File: src/rtl/arss_pkg.sv
// Shared constants and the arctangent table for the affine rotation, scale and shear split.
// No dependencies.
package arss_pkg;

  localparam int DATA_WIDTH_DEF    = 16;
  localparam int CORDIC_STAGES_DEF = 16;
  localparam int GUARD             = 10;
  localparam int ZW                = 35;
  localparam int ANGLE_W           = 16;
  localparam int ANGLE_SHIFT       = 17;
  localparam int ANGLE_MAX         = 25736;
  localparam int SHEAR_W           = 24;
  localparam int SHEAR_FRAC        = 12;
  localparam int QW                = 24;
  localparam logic [31:0] INVK_Q32 = 32'h9B74EDA8;
  localparam logic signed [ZW-1:0] PI_Q30 = 35'sd3373259426;

  function automatic logic signed [ZW-1:0] atan_q30(input int idx);
    logic [31:0] v;
    begin
      case (idx)
        0: v = 32'd843314856;
        1: v = 32'd497837829;
        2: v = 32'd263043836;
        3: v = 32'd133525158;
        4: v = 32'd67021686;
        5: v = 32'd33543515;
        6: v = 32'd16775850;
        7: v = 32'd8388437;
        8: v = 32'd4194282;
        9: v = 32'd2097149;
        10: v = 32'd1048575;
        11: v = 32'd524287;
        12: v = 32'd262143;
        13: v = 32'd131071;
        14: v = 32'd65535;
        15: v = 32'd32767;
        16: v = 32'd16383;
        17: v = 32'd8191;
        18: v = 32'd4095;
        19: v = 32'd2047;
        20: v = 32'd1023;
        21: v = 32'd511;
        22: v = 32'd255;
        23: v = 32'd127;
        24: v = 32'd63;
        25: v = 32'd31;
        26: v = 32'd15;
        27: v = 32'd7;
        28: v = 32'd3;
        29: v = 32'd1;
        default: v = 32'd0;
      endcase
      atan_q30 = signed'({{(ZW-32){1'b0}}, v});
    end
  endfunction

endpackage

File: src/rtl/arss_div_stage.sv
// One registered restoring-division step that settles a single quotient bit.
// Depends on arss_pkg for the quotient width.
module arss_div_stage
  import arss_pkg::*;
#(
  parameter int RW  = 54,
  parameter int DW  = 29,
  parameter int PW  = 8,
  parameter int BIT = 0
) (
  input  logic          clk,
  input  logic          rst_n,
  input  logic          en,
  input  logic          v_i,
  input  logic [RW-1:0] rem_i,
  input  logic [DW-1:0] den_i,
  input  logic [QW-1:0] q_i,
  input  logic [PW-1:0] pay_i,
  output logic          v_o,
  output logic [RW-1:0] rem_o,
  output logic [DW-1:0] den_o,
  output logic [QW-1:0] q_o,
  output logic [PW-1:0] pay_o
);

  logic          v_r;
  logic [RW-1:0] rem_r;
  logic [DW-1:0] den_r;
  logic [QW-1:0] q_r;
  logic [PW-1:0] pay_r;
  logic [RW-1:0] sub;
  logic [RW-1:0] rem_nxt;
  logic [QW-1:0] q_nxt;

  always_comb begin
    sub     = {{(RW-DW){1'b0}}, den_i} << BIT;
    rem_nxt = rem_i;
    q_nxt   = q_i;
    if (rem_i >= sub) begin
      rem_nxt  = rem_i - sub;
      q_nxt[BIT] = 1'b1;
    end
  end

  always_ff @(posedge clk) begin
    if (!rst_n) begin
      v_r <= 1'b0;
    end else if (en) begin
      v_r <= v_i;
    end
  end

  always_ff @(posedge clk) begin
    if (en) begin
      rem_r <= rem_nxt;
      den_r <= den_i;
      q_r   <= q_nxt;
      pay_r <= pay_i;
    end
  end

  assign v_o   = v_r;
  assign rem_o = rem_r;
  assign den_o = den_r;
  assign q_o   = q_r;
  assign pay_o = pay_r;

endmodule

File: config.mk
export PLATFORM = sky130hd
export DESIGN_NAME = arss_div_stage
export DESIGN_NICKNAME = d
export VERILOG_FILES = /design/src/rtl/arss_pkg.sv /design/src/rtl/arss_div_stage.sv
export SDC_FILE = /design/constraint.sdc
export NUM_CORES = 1
export LEC_CHECK = 0
export ABC_AREA = 1
export BUFFER_PORTS_ARGS = -buffer_cell sky130_fd_sc_hd__buf_2
export CORE_ASPECT_RATIO = 0.9
export CORE_UTILIZATION = 30
export CTS_BUF_LIST = sky130_fd_sc_hd__clkbuf_8
export CTS_CLUSTER_DIAMETER = 60
export DETAILED_ROUTE_END_ITERATION = 12
export SYNTH_ARGS = -nofsm -noshare
export SYNTH_HDL_FRONTEND = slang
export SYNTH_SLANG_ARGS = --single-unit
File: constraint.sdc
create_clock -name clk -period 3.45 [get_ports clk]
set_input_delay 0.5175 -clock clk [delete_from_list [all_inputs] [get_ports clk]]
set_output_delay 0.5175 -clock clk [all_outputs]
set_load 0.05 [all_outputs]
### Yosys cells after proc, flatten, opt, wreduce, memory -nomap -nowiden

Index checks and enable logic that the tools add are counted.

* bits in registers: 116
* latch bits: 0
* bits in writable memories: 0
* bits in read-only memories: 0
* output and inout bits: 116
* word-level logic and storage cells: 9
* memories kept: 0

* $add $sub $neg: 1
* $mul: 0
* divide/modulo/power cells: 0
* magnitude comparators: 1
* equality and inequality tests: 0
* shifts and indexed selects: 0
* muxes and demuxes: 1
* bitwise operators: 0
* reduce and logical (&&, ||, !) cells: 0

Operators with widths (count)
* 54-bit by 29-bit greater-or-equal comparator with 1-bit output: 1
* 54-bit 2-to-1 mux: 1
* 54-bit by 29-bit subtractor with 54-bit output: 1

### Longest topological paths before layout

* depth in word-level cells: 2
* mapped depth: 16

### Worst setup path before layout

Ideal clock, no wire load.

* path kind: input-to-reg
* start point: in rem_i[0]
* end point: reg rem_r[30] (netlist: rem_o[30]), data pin
* data arrival time: 2241 ps
* required time: 3195 ps
* setup slack: 954 ps
* stages on the path: 16
* path buffers: 2
* path through: inv_1 -> ha_1 -> inv_1 -> fa_1 -> nand3_1 -> nand3_2 -> nand2_1 -> nand2_1 -> nand2_1 -> nand3_2 -> nand2_4 -> nand2_8 -> inv_4 -> buf_6 -> buf_6 -> a21oi_2

* cells in the longest elaborated chain, start to end: 2

Ends and longest elaborated chain
* start, declared: line arss_div_stage.sv:15 `input logic [RW-1:0] rem_i,`
* 54-bit by 29-bit subtractor with 54-bit output / 54-bit by 29-bit greater-or-equal comparator with 1-bit output (equally long branches): line arss_div_stage.sv:40, arss_div_stage.sv:39
* 54-bit 2-to-1 mux (*): line arss_div_stage.sv:39 `if (rem_i >= sub) begin`
* via rem_nxt[30]: line arss_div_stage.sv:32 `logic [RW-1:0] rem_nxt;`
* end signal, assigned: line arss_div_stage.sv:55 `rem_r <= rem_nxt;`
* end, declared: line arss_div_stage.sv:27 `logic [RW-1:0] rem_r;`

The timed path passes the listed nets; every way through them passes the cells marked *.
A chain may end at the register's enable or synchronous reset.

### Worst setup path after layout

* start point: in rem_i[0]
* end point: reg rem_r[37] (netlist: rem_o[37]), data pin

The elaborated chain is that of the path after synthesis.

==> impl_metrics.env <==
export IMPL_syn_area_mm2=0.00794
export IMPL_ys_warn_count=0
export IMPL_reg2regPathDepth=2
export IMPL_die_area_mm2=0.0271
export IMPL_period_share=0.757
export IMPL_synth_ff_type="edfxtp_1"
export IMPL_grt_usage=0.202
export IMPL_status="finished clean"
export IMPL_async_flop_share=0
export IMPL_mostFrequentLayoutCells="445 x nand2_1, 233 x buf_2, 218 x inv_1"
export IMPL_whs_path_depth=1
export IMPL_ant_nets=0
export IMPL_synthMuxAreaShare=0
export IMPL_worstSetupEndpointType="flip-flop"
export IMPL_syn_nets=1242
export IMPL_layout_commonest_cell="nand2_1"
export IMPL_first_global_vias=7426
export IMPL_place_port_buffers=234
export IMPL_crit_arrival_ns=2.82
export IMPL_setup_ws_ns=0.839
export IMPL_start_util=0.305
export IMPL_wl_per_cell_um=15.8
export IMPL_leakagePower_nw=5.12
export IMPL_syn_inst=1093
export IMPL_ys_seq_elements=116
export IMPL_ys_seq_area_frac=0.437
export IMPL_die_y_um=156
export IMPL_fin_nets=1492
export IMPL_cts_tree="yes"
export IMPL_yosys_area_share_adder=0.0482
export IMPL_synth_edf_count=115
export IMPL_numCtsBuffers=17
export IMPL_gp_congestion=0.912
export IMPL_insertion_delay_ns=0.46
export IMPL_grt_max_degree=118
export IMPL_fin_crit_ns=2.61
export IMPL_max_vdd_ir_drop_mv=0.200
export IMPL_skew_ns=0
export IMPL_grt_pass1_wl_um=41300
export IMPL_nFillCells=2886
export IMPL_drv_cap=0
export IMPL_crit_path_start_kind="input pin"
export IMPL_path_depth=16
export IMPL_critical_path_class="in2reg"
export IMPL_die_x_um=174
export IMPL_drtIter0Drc=444
export IMPL_synth_xor_area_frac=0.0221
export IMPL_synth_top_family_by_area="simple AND/OR/NAND/NOR gates"
export IMPL_report_final_slew_viol_count=0
export IMPL_worstPathRequired_ns=3.66
export IMPL_drc=0
export IMPL_syn_to_final_growth_pct=25.2
export IMPL_r2r_slack_ns=2.80
export IMPL_cts_clk_slew_worst_paths_ns=0.09
export IMPL_synth_simple_area_share=0.345
export IMPL_finalSetupViolCount=0
export IMPL_cp_common_cell="nand2_1"
export IMPL_rsz0062_at_grt="false"
export IMPL_clk_path_buf_depth=2
export IMPL_synth_distinct_cells=29
export IMPL_cts_resized_gates=0
export IMPL_dp_hpwl_um=21300
export IMPL_tightest_slew_ns=0.733
export IMPL_fin_tns_setup_ns=0
export IMPL_hold_violations=0
export IMPL_grt_ovfl_total=0
export IMPL_hold_path_class="in2reg"
export IMPL_first_pass_iters=5
export IMPL_cts_root_buffer="clkbuf_8"
export IMPL_crit_chain="buf_2, inv_1, ha_1, inv_1, fa_1, nand3_1, nand3_2, nand2_1, nand2_1, nand2_1, nand3_2, nand2_4, nand2_8, inv_4, buf_12, a21oi_2"
export IMPL_path_buf_inv=5
export IMPL_num_rows=56
export IMPL_power_density_mw_per_mm2=447
export IMPL_post_cts_buffers=0
export IMPL_synth_compound_area_frac=0.0331
export IMPL_path_delay_family="simple AND/OR/NAND/NOR gates"
export IMPL_htreeDepth=4
export IMPL_holdBufCountCts=0
export IMPL_cpPeakStageDelay_ns=0.45
export IMPL_slew_headroom=0.506
export IMPL_diodes=0
export IMPL_wl_um=26900
export IMPL_coreArea_mm2=0.0261
export IMPL_antenna_found_initial=0
export IMPL_routed_via_count=7583
export IMPL_synth_area_per_cell_um2=7.27
export IMPL_timing_fmax_mhz=383
export IMPL_dp_slack_ns=0.346
export IMPL_vias_per_cell=4.45
export IMPL_io_pin_count=235
export IMPL_path_max_fanout=45
export IMPL_drive_above_1_share=0.237
export IMPL_clock_sinks=116
export IMPL_critPathSlowestCell="fa_1"
## cell type report
class	count	area (um^2)	area share
Clock buffer	17	234	0.0235
Clock inverter	15	155	0.0156
Inverter	224	843	0.0848
Multi-Input combinational cell	744	3560	0.358
Sequential cell	116	3470	0.349
Tap cell	348	435	0.0438
Timing Repair Buffer	240	1240	0.125
## routing by layer
metal / up-vias / part of all wire / global-route usage
met5: - / 0 / 0
met4: 0 / 0.012 / 0.0514
met3: 22 / 0.063 / 0.0394
met2: 273 / 0.43 / 0.313
met1: 3422 / 0.50 / 0.286
li1: 3866 / - / -
## synth_stat cells (6+ instances only)
library cell,number,area (um^2)
a21oi_1,9,45.0
a21oi_2,20,175
buf_2,6,30.0
edfxtp_1,115,3450
ha_1,29,363
inv_1,218,818
nand2_1,445,1670
nand3_1,55,275
nand3b_1,8,60.1
nand4_1,16,100
nor2_1,95,357
nor2_2,11,68.8
nor3_1,10,50.1
xor2_1,20,175
## final timing paths
| path | from | end |
|---|---|---|
| min reg2reg | v_o$_SDFFE_PN0P_ | v_o$_SDFFE_PN0P_ |
| max reg2reg | v_o$_SDFFE_PN0P_ | v_o$_SDFFE_PN0P_ |
| min | q_i[6] | q_o[6]$_DFFE_PP_ |
| max | rem_i[0] | rem_o[37]$_DFFE_PP_ |
## state kept, by name, indices dropped and copies added, names as in the netlist
name and count:
v_o 1, q_o 24, pay_o 8, den_o 29, rem_o 54
## worst register-to-register path: stages, from the launching register on
cell and delay (ns):
dfxtp_1 0.31, o21ai_0 0.15, a21oi_1 0.06
## kinds of logic after synthesis
group	count (synthesis)
AND/OR/NAND/NOR	658
AO/OA/AOI/OAI	36
flip-flops	116
buffers and inverters	233
XOR/XNOR	20
adder cells (fa/ha/maj)	30
## per-stage QoR
stage | instances | utilization | hold WS (ns) | instance area (um^2) | power [mW]
floorplan | 1093 | - | 0.611 | 7940 | 2.73
global placement | 1672 | 0.367 | 0.520 | 9560 | 3.14
detailed placement | 1672 | 0.367 | 0.534 | 9560 | 3.15
CTS | 1704 | 0.382 | 0.194 | 9950 | 4.50
global route | 1704 | 0.382 | 0.198 | 9950 | 4.65
finish | 1704 | 0.382 | 0.219 | 9950 | 4.45
## report_power, final
part / switching (mW) / internal, mW / leakage (nW) / total, mW
logic: 1.03 / 0.335 / 3.79 / 1.37
clock network: 0.687 / 0.645 / 0.196 / 1.33
registers: 0.0315 / 1.72 / 1.13 / 1.75
total: 1.75 / 2.70 / 5.12 / 4.45
No activity file was read; power rests on OpenSTA's default activity.
