### src/rtl/arss_pkg.sv
// Shared constants and the arctangent table for the affine rotation, scale and shear split.
// No dependencies.
package arss_pkg;

  localparam int DATA_WIDTH_DEF    = 16;
  localparam int CORDIC_STAGES_DEF = 16;
  localparam int GUARD             = 10;
  localparam int ZW                = 35;
  localparam int ANGLE_W           = 16;
  localparam int ANGLE_SHIFT       = 17;
  localparam int ANGLE_MAX         = 25736;
  localparam int SHEAR_W           = 24;
  localparam int SHEAR_FRAC        = 12;
  localparam int QW                = 24;
  localparam logic [31:0] INVK_Q32 = 32'h9B74EDA8;
  localparam logic signed [ZW-1:0] PI_Q30 = 35'sd3373259426;

  function automatic logic signed [ZW-1:0] atan_q30(input int idx);
    logic [31:0] v;
    begin
      case (idx)
        0: v = 32'd843314856;
        1: v = 32'd497837829;
        2: v = 32'd263043836;
        3: v = 32'd133525158;
        4: v = 32'd67021686;
        5: v = 32'd33543515;
        6: v = 32'd16775850;
        7: v = 32'd8388437;
        8: v = 32'd4194282;
        9: v = 32'd2097149;
        10: v = 32'd1048575;
        11: v = 32'd524287;
        12: v = 32'd262143;
        13: v = 32'd131071;
        14: v = 32'd65535;
        15: v = 32'd32767;
        16: v = 32'd16383;
        17: v = 32'd8191;
        18: v = 32'd4095;
        19: v = 32'd2047;
        20: v = 32'd1023;
        21: v = 32'd511;
        22: v = 32'd255;
        23: v = 32'd127;
        24: v = 32'd63;
        25: v = 32'd31;
        26: v = 32'd15;
        27: v = 32'd7;
        28: v = 32'd3;
        29: v = 32'd1;
        default: v = 32'd0;
      endcase
      atan_q30 = signed'({{(ZW-32){1'b0}}, v});
    end
  endfunction

endpackage

### src/rtl/arss_cordic_stage.sv
// One registered CORDIC vectoring micro-rotation of both columns, or pass-through.
// Depends on arss_pkg for the arctangent table.
module arss_cordic_stage
  import arss_pkg::*;
#(
  parameter int IW  = 29,
  parameter int IDX = 0
) (
  input  logic                 clk,
  input  logic                 rst_n,
  input  logic                 en,
  input  logic                 v_i,
  input  logic                 byp_i,
  input  logic signed [IW-1:0] x_i,
  input  logic signed [IW-1:0] y_i,
  input  logic signed [IW-1:0] u_i,
  input  logic signed [IW-1:0] w_i,
  input  logic signed [ZW-1:0] z_i,
  output logic                 v_o,
  output logic                 byp_o,
  output logic signed [IW-1:0] x_o,
  output logic signed [IW-1:0] y_o,
  output logic signed [IW-1:0] u_o,
  output logic signed [IW-1:0] w_o,
  output logic signed [ZW-1:0] z_o
);

  logic                 v_r;
  logic                 byp_r;
  logic signed [IW-1:0] x_r, y_r, u_r, w_r;
  logic signed [ZW-1:0] z_r;
  logic signed [IW-1:0] x_nxt, y_nxt, u_nxt, w_nxt;
  logic signed [ZW-1:0] z_nxt;

  always_comb begin
    x_nxt = x_i;
    y_nxt = y_i;
    u_nxt = u_i;
    w_nxt = w_i;
    z_nxt = z_i;
    if (!byp_i) begin
      if (!y_i[IW-1]) begin
        x_nxt = x_i + (y_i >>> IDX);
        y_nxt = y_i - (x_i >>> IDX);
        u_nxt = u_i + (w_i >>> IDX);
        w_nxt = w_i - (u_i >>> IDX);
        z_nxt = z_i + atan_q30(IDX);
      end else begin
        x_nxt = x_i - (y_i >>> IDX);
        y_nxt = y_i + (x_i >>> IDX);
        u_nxt = u_i - (w_i >>> IDX);
        w_nxt = w_i + (u_i >>> IDX);
        z_nxt = z_i - atan_q30(IDX);
      end
    end
  end

  always_ff @(posedge clk) begin
    if (!rst_n) begin
      v_r <= 1'b0;
    end else if (en) begin
      v_r <= v_i;
    end
  end

  always_ff @(posedge clk) begin
    if (en) begin
      byp_r <= byp_i;
      x_r   <= x_nxt;
      y_r   <= y_nxt;
      u_r   <= u_nxt;
      w_r   <= w_nxt;
      z_r   <= z_nxt;
    end
  end

  assign v_o   = v_r;
  assign byp_o = byp_r;
  assign x_o   = x_r;
  assign y_o   = y_r;
  assign u_o   = u_r;
  assign w_o   = w_r;
  assign z_o   = z_r;

endmodule

### config.mk
export PLATFORM = sky130hd
export DESIGN_NAME = arss_cordic_stage
export DESIGN_NICKNAME = d
export VERILOG_FILES = /design/src/rtl/arss_pkg.sv /design/src/rtl/arss_cordic_stage.sv
export SDC_FILE = /design/constraint.sdc
export NUM_CORES = 1
export LEC_CHECK = 0
export ABC_CLOCK_PERIOD_IN_PS = 8650
export BUFFER_PORTS_ARGS = -buffer_cell sky130_fd_sc_hd__buf_2
export CAP_MARGIN = 15
export CORE_MARGIN = 1
export CORE_UTILIZATION = 50
export CTS_CLUSTER_SIZE = 10
export DETAILED_ROUTE_END_ITERATION = 10
export PLACE_DENSITY = 0.82
export SYNTH_ARGS = -nofsm -noshare
export SYNTH_HDL_FRONTEND = slang
export SYNTH_SLANG_ARGS = --single-unit
### constraint.sdc
create_clock -name clk -period 8.65 [get_ports clk]
set_input_delay 1.73 -clock clk [delete_from_list [all_inputs] [get_ports clk]]
set_output_delay 1.73 -clock clk [all_outputs]
set_load 0.01 [all_outputs]
-- Word-level counts from Yosys, hierarchy flattened
Cells that the tools add are included.
- latch bits: 0
- output and inout bits: 153
- bits of input ports: 156
- ROM bits: 0
- memory bits (writable): 0
- register bits: 153
- memories: 0
- bitwise gates (word level): 0
- multiply operators: 0
- reduce and logical (&&, ||, !) cells: 0
- shift operators: 0
- equality and inequality tests: 0
- multiplexer cells: 10
- magnitude comparators: 0
- $add $sub $neg: 8
- divide/modulo/power cells: 0
- operators by type and width (cell ; number):
    $mux W29 ; 8
    $sub A29 B29 Y29 ; 4
    $mux W35 ; 2
    $add A29 B29 Y29 ; 2
    $add A35 B31 Y35 const B ; 1
    $sub A35 B31 Y35 const B ; 1

-- Longest topological paths before layout
- depth after elaboration: 3
- mapped depth: 14
- mapped depth without buffers: 12

-- Worst setup path after synthesis
No wires, ideal clock.
- path type: in2reg
- start: in y_i[28]
- end: reg z_r[31], in the netlist z_o[31] (data pin)
- stages on the path: 14
- arrival: 5.123 ns
- slack: 3.272 ns
- buffers on the path: 3
- required time: 8.395 ns
- path through: clkbuf_1 > clkinv_1 > clkbuf_1 > clkbuf_1 > ha_1 > a21oi_1 > nor2_1 > a2111oi_0 > o21ai_1 > a311oi_1 > nor2_1 > o21a_1 > or3_1 > a31o_1
- cells in the longest elaborated chain, start to end: 2
- RTL lines (item ; line ; text):
    start: declaration ; arss_cordic_stage.sv:15 ; input logic signed [IW-1:0] y_i,
    $mux W35 ; arss_cordic_stage.sv:42 ; if (!y_i[IW-1]) begin
    $mux W35 ; arss_cordic_stage.sv:41 ; if (!byp_i) begin
    net z_nxt[31] ; arss_cordic_stage.sv:33 ; logic signed [ZW-1:0] z_nxt;
    end signal: assignment ; arss_cordic_stage.sv:73 ; z_r <= z_nxt;
    end: declaration ; arss_cordic_stage.sv:31 ; logic signed [ZW-1:0] z_r;
The timed path passes the listed nets, and every way through them passes these cells.
A chain may end at the register's enable or synchronous reset.

-- Worst setup path in the final report
Same ends and word-level chain as after synthesis.

==> results.py <==
metrics = {
    "outcome": {
        "status": "finished, final reports clean",
    },
    "logic_synthesis": {
        "synth_area_um2": 17320,
        "synth.mux.area_fraction": 0.02738,
        "yosys.area.top_type_share": 0.2636,
        "synth-compound-area-share": 0.2749,
        "synth.lib_cells_used.distinct": 101,
        "main_combinational_cell_family_by_area_after_synthesis": "compound AO/OA/AOI/OAI gates",
        "ys_warn_count": 0,
        "synth-xor-area-share": 0.06423,
        "synthFlopType": "sky130_fd_sc_hd__edfxtp_1",
        "mappedNetlistNets": 2477,
        "async_sr_flop_fraction": 0,
        "synth.top_cells.by_count": "217 x sky130_fd_sc_hd__a21oi_1, 198 x sky130_fd_sc_hd__ha_1, 189 x sky130_fd_sc_hd__o21ai_0",
        "share_of_synthesized_cell_area_in_and_or_nand_and_nor_gates": 0.1531,
        "yosys.cell_count.top_type": "sky130_fd_sc_hd__a21oi_1",
        "synth_enable_flop_cells": 152,
        "synthAdderAreaFrac": 0.1511,
        "postSynthRegisterBits": 153,
        "synth_top_cell_by_area": "sky130_fd_sc_hd__edfxtp_1",
        "synth_area_per_cell_um2": 8.184,
        "synth.yosys.seq_area_share": 0.2647,
        "postSynthCellCount": 2116,
        "post_synth_main_area_contributors": "sky130_fd_sc_hd__edfxtp_1 26%, sky130_fd_sc_hd__ha_1 14%, sky130_fd_sc_hd__a21oi_1 6.3%, sky130_fd_sc_hd__xnor2_1 5.5%, sky130_fd_sc_hd__o21ai_0 5.5%",
    },
    "placed_design": {
        "dpl.cell_count": 2769,
        "port-buffer-count": 308,
        "placedInstanceArea_um2": 19040,
        "post-dp-hpwl_mm": 41.65,
        "preCtsSetupSlack_ns": 2.885,
        "gpl.final_weighted_congestion": 0.9812,
    },
    "timing": {
        "maxClockFrequency_mhz": 186.9,
        "tns_ns": 0,
        "worst_slew_margin_rel": 0.3932,
        "final-setup-viol-count": 0,
        "finalCriticalPeriod_ns": 5.350,
        "final-max-slew-violation-count": 0,
        "number_of_failing_hold_endpoints_at_the_final_stage": 0,
        "timing.clock.skew_ns": 0,
        "worstMarginPinSlew_ns": 0.9102,
        "rsz0062_at_grt": "no",
        "postLayoutSetupSlackWorst_ns": 3.300,
        "finalCritPeriodShare": 0.6185,
    },
    "clocking": {
        "clock_tree_from_tritoncts": "yes",
        "htree_num_levels": 4,
        "clockBufferDepth": 2,
        "clock_sink_count": 153,
        "count_of_hold_buffers_inserted_by_post_cts_repair": 0,
        "cts_made_buffers": 17,
        "postCtsSetupRepairBufs": 0,
        "clock_latency_ns": 0.46,
        "clock_pin_slew_on_the_worst_setup_and_hold_paths_ns": 0.06,
        "ctsRootBufferMaster": "sky130_fd_sc_hd__clkbuf_16",
        "cts_repair_resize_count": 0,
    },
    "worst_hold_path": {
        "hold_path.class": "register to register",
    },
    "drt": {
        "final_routed_wirelength_mm": 54.55,
        "vias": 17130,
        "avgViaCountPerCell": 6.110,
        "m1WireLength_mm": 23.19,
        "final_antenna_net_count": 0,
        "drt-pass1-iter-count": 6,
        "dr_wl_met3_mm": 4.804,
        "drc": 0,
        "average_wire_per_standard_cell_um": 19.46,
        "drt_first_iter_violations": 1743,
        "top_layer_used": "met4",
        "met2_length_mm": 24.93,
    },
    "die": {
        "io_pins": 309,
        "placement_rows": 67,
        "die_width_um": 188.1,
        "chipHeight_um": 188.1,
        "core_region_area_um2": 33780,
        "start_util": 0.5126,
        "design.die.area_um2": 35380,
    },
    "grt": {
        "grt.overflow.total": 0,
        "grt_first_pass_wirelength_mm": 84.39,
        "grt_start_max_net_pins": 105,
        "grt_pass1_vias": 15850,
        "track_usage": 0.3008,
        "grt_antenna_before_repair": 2,
    },
    "cells_and_area": {
        "syn_to_final_growth_pct": 13.23,
        "layout_cell_area_excl_fill_um2": 19610,
        "area_of_combinational_cells_with_multiple_inputs_um2": 11620,
        "finalNonFillerCells": 2803,
        "drive_gt1_frac": 0.1670,
        "nFillCells": 3046,
        "area.sequential_um2": 4584,
        "design.final.nets": 2701,
    },
    "power_and_ir_drop": {
        "power.density_nw_per_um2": 147.8,
        "irDropWorstVdd_uv": 149.6,
        "p_total_mw": 2.898,
        "total_leakage_power_nw": 8.777,
    },
    "job": {
        "max-cap-violations": 0,
    },
    "critical_path": {
        "cp_data_required_time_ns": 8.86,
        "critical_path.max_fanout": 102,
        "data_arrival_at_the_endpoint_of_the_critical_path_ns": 5.56,
        "path_class": "input port to register",
        "critical_path.startpoint_type": "input port",
        "timing.critical_path.to_type": "register",
    },
}
final cells by class:
cell class | instances | area share
timing repair buffer | 315 | 0.08225
sequential | 153 | 0.2338
clock buffer | 21 | 0.02246
antenna | 2 | 0.0002552
inverter | 178 | 0.03407
multi-input combinational | 1675 | 0.5924
tap | 448 | 0.02859
clock inverter | 11 | 0.006189
metrics by stage:
stage               hold slack (ns)  utilization
finish                       0.5253       0.5804
global route                 0.5466       0.5803
CTS                          0.5300       0.5803
detailed placement           0.5220       0.5636
global placement             0.4903       0.5636
floorplan                    0.5383            -
critical path, stage by stage:
cell and delay [ns]:
sky130_fd_sc_hd__buf_6 0.58, sky130_fd_sc_hd__inv_2 0.58, sky130_fd_sc_hd__ha_1 0.53, sky130_fd_sc_hd__a211oi_1 0.35, sky130_fd_sc_hd__o211ai_1 0.16, sky130_fd_sc_hd__nand3_1 0.15, sky130_fd_sc_hd__o21ai_1 0.18, sky130_fd_sc_hd__a311oi_1 0.39
sky130_fd_sc_hd__nor2_1 0.11, sky130_fd_sc_hd__o21a_1 0.18, sky130_fd_sc_hd__or3_1 0.31, sky130_fd_sc_hd__a31o_1 0.22
per-layer routing:
metal	vias up	GRT usage
met4	0	0.1148
met5	-	0
li1	8117	-
met3	119	0.04978
met1	8030	0.4016
met2	861	0.4851
report_power, final:
group | switching (mW) | internal [mW]
clock network | 0.328 | 0.424
logic | 0.729 | 0.452
registers | 0.0288 | 0.937
total | 1.09 | 1.81
flip-flops by register name (all words and copies together), names as in the netlist:
signal  count
byp_o       1
w_o        29
u_o        29
z_o        35
y_o        29
x_o        29
v_o         1
path summary, 6_finish.rpt:
| check | from | end | slack, ns | cells after the start |
|---|---|---|---|---|
| worst max register to register | v_o | v_o | 8.06 | 2 |
| worst min register to register | v_o | v_o | 0.53 | 2 |
| worst max-delay path | y_i[28] | z_o[31] | 3.30 | 12 |
| worst min-delay path | v_o | v_o | 0.53 | 2 |
placed cells by master (no fill, tap or decap), drive strengths merged, types with 12 or more instances in the layout:
| cell | instances |
|---|---|
| buf | 315 |
| a21oi | 219 |
| o21ai | 199 |
| ha | 198 |
| inv | 178 |
| nand2 | 166 |
| nor2 | 162 |
| edfxtp | 152 |
| xnor2 | 109 |
| a21o | 68 |
| mux2i | 44 |
| nor3 | 39 |
| a211oi | 36 |
| nand3 | 35 |
| a31oi | 27 |
| o21bai | 26 |
| nor2b | 25 |
| nand2b | 24 |
| o31ai | 23 |
| clkbuf | 21 |
| xor2 | 18 |
| nor4 | 17 |
| a2111oi | 16 |
| o21a | 15 |
| o211ai | 12 |
| or2 | 12 |
| a211o | 12 |
cells by family after synthesis:
logic type / count (synthesis)
AO/OA/AOI/OAI: 744
AND/OR/NAND/NOR: 552
buffers and inverters: 288
adder cells (fa/ha/maj): 205
flip-flops: 153
XOR/XNOR: 127
multiplexers: 47
(Power assumes the default switching activity.)
